## src/rtl/gpl_pkg.sv

```systemverilog
`timescale 1ns / 1ps
package gpl_pkg;

    localparam int COEF_W  = 20;
    localparam int INDEX_W = 5;
    localparam int LOC_W   = 17;
    localparam int CH_W    = 16;
    localparam int COLOR_W = 3 * CH_W;
    localparam int COUNT_W = 6;
    localparam int FRAC_W  = 17;
    localparam int DIV_STEPS = FRAC_W;
    localparam int PROD_W  = 35;
    localparam int TDATA_IN_W  = 96;
    localparam int TDATA_OUT_W = 48;
    localparam int ENTRY_W = LOC_W + COLOR_W;

    localparam logic [LOC_W-1:0] Q_ONE = 17'h10000;

    localparam logic KIND_LOOKUP = 1'b0;
    localparam logic KIND_WRITE  = 1'b1;

    localparam logic CFG_STOP_COUNT = 1'b0;
    localparam logic CFG_FALLBACK   = 1'b1;

    typedef struct packed {
        logic               matched;
        logic [COLOR_W-1:0] ca;
        logic [COLOR_W-1:0] cb;
    } t_side;

endpackage

```

## src/rtl/gpl_div.sv

```systemverilog
`timescale 1ns / 1ps
module gpl_div
    import gpl_pkg::*;
(
    input  logic              i_clk,
    input  logic              i_rst_n,
    input  logic              i_en,
    input  logic              i_valid,
    input  logic [LOC_W-1:0]  i_rem,
    input  logic [LOC_W-1:0]  i_den,
    input  logic              i_zero,
    input  t_side             i_side,
    output logic              o_valid,
    output logic [FRAC_W-1:0] o_t,
    output t_side             o_side
);

    logic              r_valid [DIV_STEPS];
    logic [LOC_W-1:0]  r_rem   [DIV_STEPS];
    logic [FRAC_W-1:0] r_q     [DIV_STEPS];
    logic [LOC_W-1:0]  r_den   [DIV_STEPS];
    logic              r_zero  [DIV_STEPS];
    t_side             r_side  [DIV_STEPS];

    for (genvar k = 0; k < DIV_STEPS; k++) begin : g_step
        logic              valid_in;
        logic [LOC_W-1:0]  rem_in;
        logic [FRAC_W-1:0] q_in;
        logic [LOC_W-1:0]  den_in;
        logic              zero_in;
        t_side             side_in;
        logic [LOC_W:0]    shifted;
        logic              take;
        logic [LOC_W-1:0]  n_rem;
        logic [FRAC_W-1:0] n_q;

        if (k == 0) begin : g_first
            assign valid_in = i_valid;
            assign rem_in   = i_rem;
            assign q_in     = '0;
            assign den_in   = i_den;
            assign zero_in  = i_zero;
            assign side_in  = i_side;
            assign shifted  = {1'b0, rem_in};
        end else begin : g_next
            assign valid_in = r_valid[k-1];
            assign rem_in   = r_rem[k-1];
            assign q_in     = r_q[k-1];
            assign den_in   = r_den[k-1];
            assign zero_in  = r_zero[k-1];
            assign side_in  = r_side[k-1];
            assign shifted  = {rem_in, 1'b0};
        end

        always_comb begin
            take  = shifted >= {1'b0, den_in};
            n_rem = take ? LOC_W'(shifted - {1'b0, den_in}) : LOC_W'(shifted);
            n_q   = q_in;
            n_q[DIV_STEPS-1-k] = take;
        end

        always_ff @(posedge i_clk) begin
            if (!i_rst_n) begin
                r_valid[k] <= 1'b0;
            end else if (i_en) begin
                r_valid[k] <= valid_in;
            end
            if (i_en) begin
                r_rem[k]  <= n_rem;
                r_q[k]    <= n_q;
                r_den[k]  <= den_in;
                r_zero[k] <= zero_in;
                r_side[k] <= side_in;
            end
        end
    end

    assign o_valid = r_valid[DIV_STEPS-1];
    assign o_t     = r_zero[DIV_STEPS-1] ? '0 : r_q[DIV_STEPS-1];
    assign o_side  = r_side[DIV_STEPS-1];

endmodule

```

## config.mk

```make
export PLATFORM = sky130hd
export DESIGN_NAME = gpl_div
export DESIGN_NICKNAME = d
export VERILOG_FILES = /design/src/rtl/gpl_pkg.sv /design/src/rtl/gpl_div.sv
export SDC_FILE = /design/constraint.sdc
export NUM_CORES = 2
export LEC_CHECK = 0
export BUFFER_PORTS_ARGS = -buffer_cell sky130_fd_sc_hd__buf_2
export CAP_MARGIN = 30
export CELL_PAD_IN_SITES_DETAIL_PLACEMENT = 1
export CELL_PAD_IN_SITES_GLOBAL_PLACEMENT = 1
export CORE_ASPECT_RATIO = 2
export CORE_UTILIZATION = 50
export DETAILED_ROUTE_END_ITERATION = 8
export PLACE_DENSITY = 0.8
export SETUP_SLACK_MARGIN = 0.2
export SYNTH_ARGS = -nofsm -noshare
export SYNTH_HDL_FRONTEND = slang
export SYNTH_SLANG_ARGS = --single-unit
```

## constraint.sdc

```tcl
create_clock -name i_clk -period 3.79 [get_ports i_clk]
set_input_delay 0.379 -clock i_clk [delete_from_list [all_inputs] [get_ports i_clk]]
set_output_delay 0.379 -clock i_clk [all_outputs]
set_load 0.05 [all_outputs]
```

==> metrics.txt <==
final global-route overflow total 0; Via Count ~42000; Yosys top cell area share 80.97%; number of DRC markers in iteration 0 1742; gp weighted congestion around 0.90; Post-synth EDFFs 2379; Post-Syn Area per Cell approximately 18 um^2; Gate Count Post-Synth slightly below 5000; I/O Buffers 250; FF-to-FF Start r_rem[0][103]; final period utilization between 90% and 100%; Via density ~5.2; Nets between 5000 and 6000; most frequent cell after synthesis edfxtp_1; Yosys cell types 80; Final Util just under 60%; mapped cell area 88230 um^2; Slew Limit Headroom 32.90%; CP Launch Point r_rem[0][103]; DIE WIDTH approximately 300 um; final hold violation count 0; post-DR wirelength/cell between 15 and 20 um; largest cells by area after synthesis edfxtp_1 81%, ha_1 4.1%, inv_1 1.5%; CTS tree done; Post-Syn Nets 5341; Root Driver clkbuf_16; CP arrival between 4 and 5 ns; Clock Skew roughly 0.068 ns; Final HPWL DP around 100000 um; CTS Sinks 2380; pin count of the biggest net entering global routing around 160; Crit Path Category flop to flop; Placed Area 93270 um^2; setup ws final 0.3127 ns; register area share after synthesis around four fifths; Reg2Reg Depth 10; Setup crit end kind flop; hold path depth 1; area leader, netlist edfxtp_1; # DRC 0; Fill cells around 16000; P_leak around 37 nW; clock latency on the worst-skew pair about 0.87 ns; post-layout min period about 3.5 ns; final antenna-violating net count 0; yosys warns 0; row count ~220; Peak VDD IR 0.4161 mV; initial antenna violation count 2; setup_tns 0 ns; status complete, no violations; asr flop ratio synth 0%; Max FO, Critical Path 14; Critical R2R Capture r_rem[0][126]; FF+latch count, synth roughly 2400; min-delay worst type input pin to flop; final instance area between 100000 and 150000 um^2; final hold slack approximately 0.075 ns; Hold Path Sink r_side[0][510]; htree depth 4; Clock Path Buffers 4; first-pass GRT wire length 241700 um; share of cells above drive strength 1 between 10% and 20%; Slew Limit Fails 0; crit path launch type flop; drt total wl between 150000 and 200000 um; Synth Flop Type edfxtp_1; f_max 287.6 MHz; die area ~180000 um^2; Area Overhead vs Synth 14.55%; gr usage total approximately 17%; hold path start i_en; core area 174900 um^2; power density over cell area a little under 700 nW/um^2; Reg2Reg Setup Slack roughly 0.31 ns; CP required 4.34 ns; Max Cap Viol 0; drt first pass iters 5; Slew @ Worst Pin ~1 ns; Final Setup Violations 0; DP Worst Slack 0.2454 ns; Commonest cells post-synth 2379 x edfxtp_1, 362 x inv_1, 288 x ha_1; vias in the first global route approximately 46000; CTS buffer count between 200 and 250; Ports approximately 250; DIE HEIGHT roughly 600 um; starting density of the core 50.46%; Worst-path clk slew about 0.070 ns; RSZ-0062 raised after global routing true
[metal layers]
| metal | up-vias | track usage [%] | wire length, um |
|---|---|---|---|
| met5 | - | 0 | 0 |
| met4 | 0 | 8.583 | 7013 |
| met3 | 403 | 2.326 | 4416 |
| met2 | 703 | 35.11 | 90460 |
| met1 | 20737 | 16.35 | 52730 |
| li1 | 19915 | - | - |
[cells in the final DEF (no fill, tap or decap), types with 29 or more instances in the layout]
master	count
nand4_1	44
nand2b_1	51
ha_1	288
o21ai_0	255
mux2_2	57
edfxtp_1	2379
o21a_1	44
and3_1	32
nor2b_1	61
buf_2	249
a21o_1	69
nor2_1	159
inv_1	362
xor2_1	91
buf_4	80
xnor2_1	106
dlygate4sd3_1	134
nand2_1	240
clkbuf_16	207
clkinv_2	29
a31oi_1	30
clkinv_1	38
a21oi_1	215
clkbuf_1	31
[repair_timing]
action                                  4_1_cts  5_1_grt
hold buffers                                134        0
endpoints found under the hold margin       134        0
endpoints found under the setup margin        3       19
buffers inserted                              0        2
pin swaps                                     0        1
resized for setup                             1        2
[where the power goes]
| part | internal [W] | leakage [nW] | total (W) | switching, W |
|---|---|---|---|---|
| Combinational | 0.00663 | 10.7 | 0.0157 | 0.00908 |
| Clock | 0.0110 | 3.07 | 0.0201 | 0.00913 |
| Sequential | 0.0330 | 23.3 | 0.0343 | 0.00133 |
| Total | 0.0506 | 37.1 | 0.0701 | 0.0195 |
[flip-flops by register name, indices dropped and copies added (netlist names)]
| signal | count |
|---|---|
| r_den | 272 |
| r_side | 1649 |
| r_q | 153 |
| r_rem | 272 |
| r_zero | 17 |
| r_valid | 17 |
[how the worst max path moves through the flow]
stage | end | slack [ns] | cells after the start
after detailed placement | r_rem[0][126] | 0.25 | 10
after floorplan | r_rem[0][145] | 0.75 | 10
final | r_rem[0][126] | 0.31 | 10
after global placement | r_rem[0][121] | 0.33 | 10
after CTS | r_rem[0][126] | 0.24 | 10
after global routing | r_rem[0][126] | 0.17 | 10
[kinds of logic after synthesis]
group           after synthesis  synth area share, %
buf+inv                     416                1.795
compound gates              815                5.781
fa+ha+maj                   304                4.447
mux                          90                1.193
simple gates                699                3.840
xor+xnor                    197                1.955
flops                      2380                80.99
[stage by stage]
| step | total power (W) | instances |
|---|---|---|
| after detailed placement | 0.05041 | 7500 |
| after global routing | 0.07336 | 8004 |
| after CTS | 0.07079 | 7997 |
| after floorplan | 0.04536 | 4901 |
| after global placement | 0.04933 | 7500 |
| final | 0.07013 | 8004 |
[worst max-delay path, cell delays in order (launching register included)]
cell and delay (ns):
edfxtp_1 0.41, ha_1 0.40, nor2b_1 0.18, o31a_1 0.29, nor3_2 0.14, o31ai_1 0.20, a221oi_2 0.38, a21oi_1 0.16
a2111oi_4 0.40, buf_6 0.26, mux2_2 0.36
[cell type report]
type	instances	area, um^2	share of cell area (%)
multi-input combinational	2105	15240	15.08
timing repair buffer	491	3739	3.699
inverter	362	1359	1.344
tap	2299	2877	2.846
clock inverter	125	1096	1.084
sequential	2380	71460	70.70
antenna	4	10.01	0.009903
clock buffer	238	5296	5.240
Power figures use the tool's default switching activity.
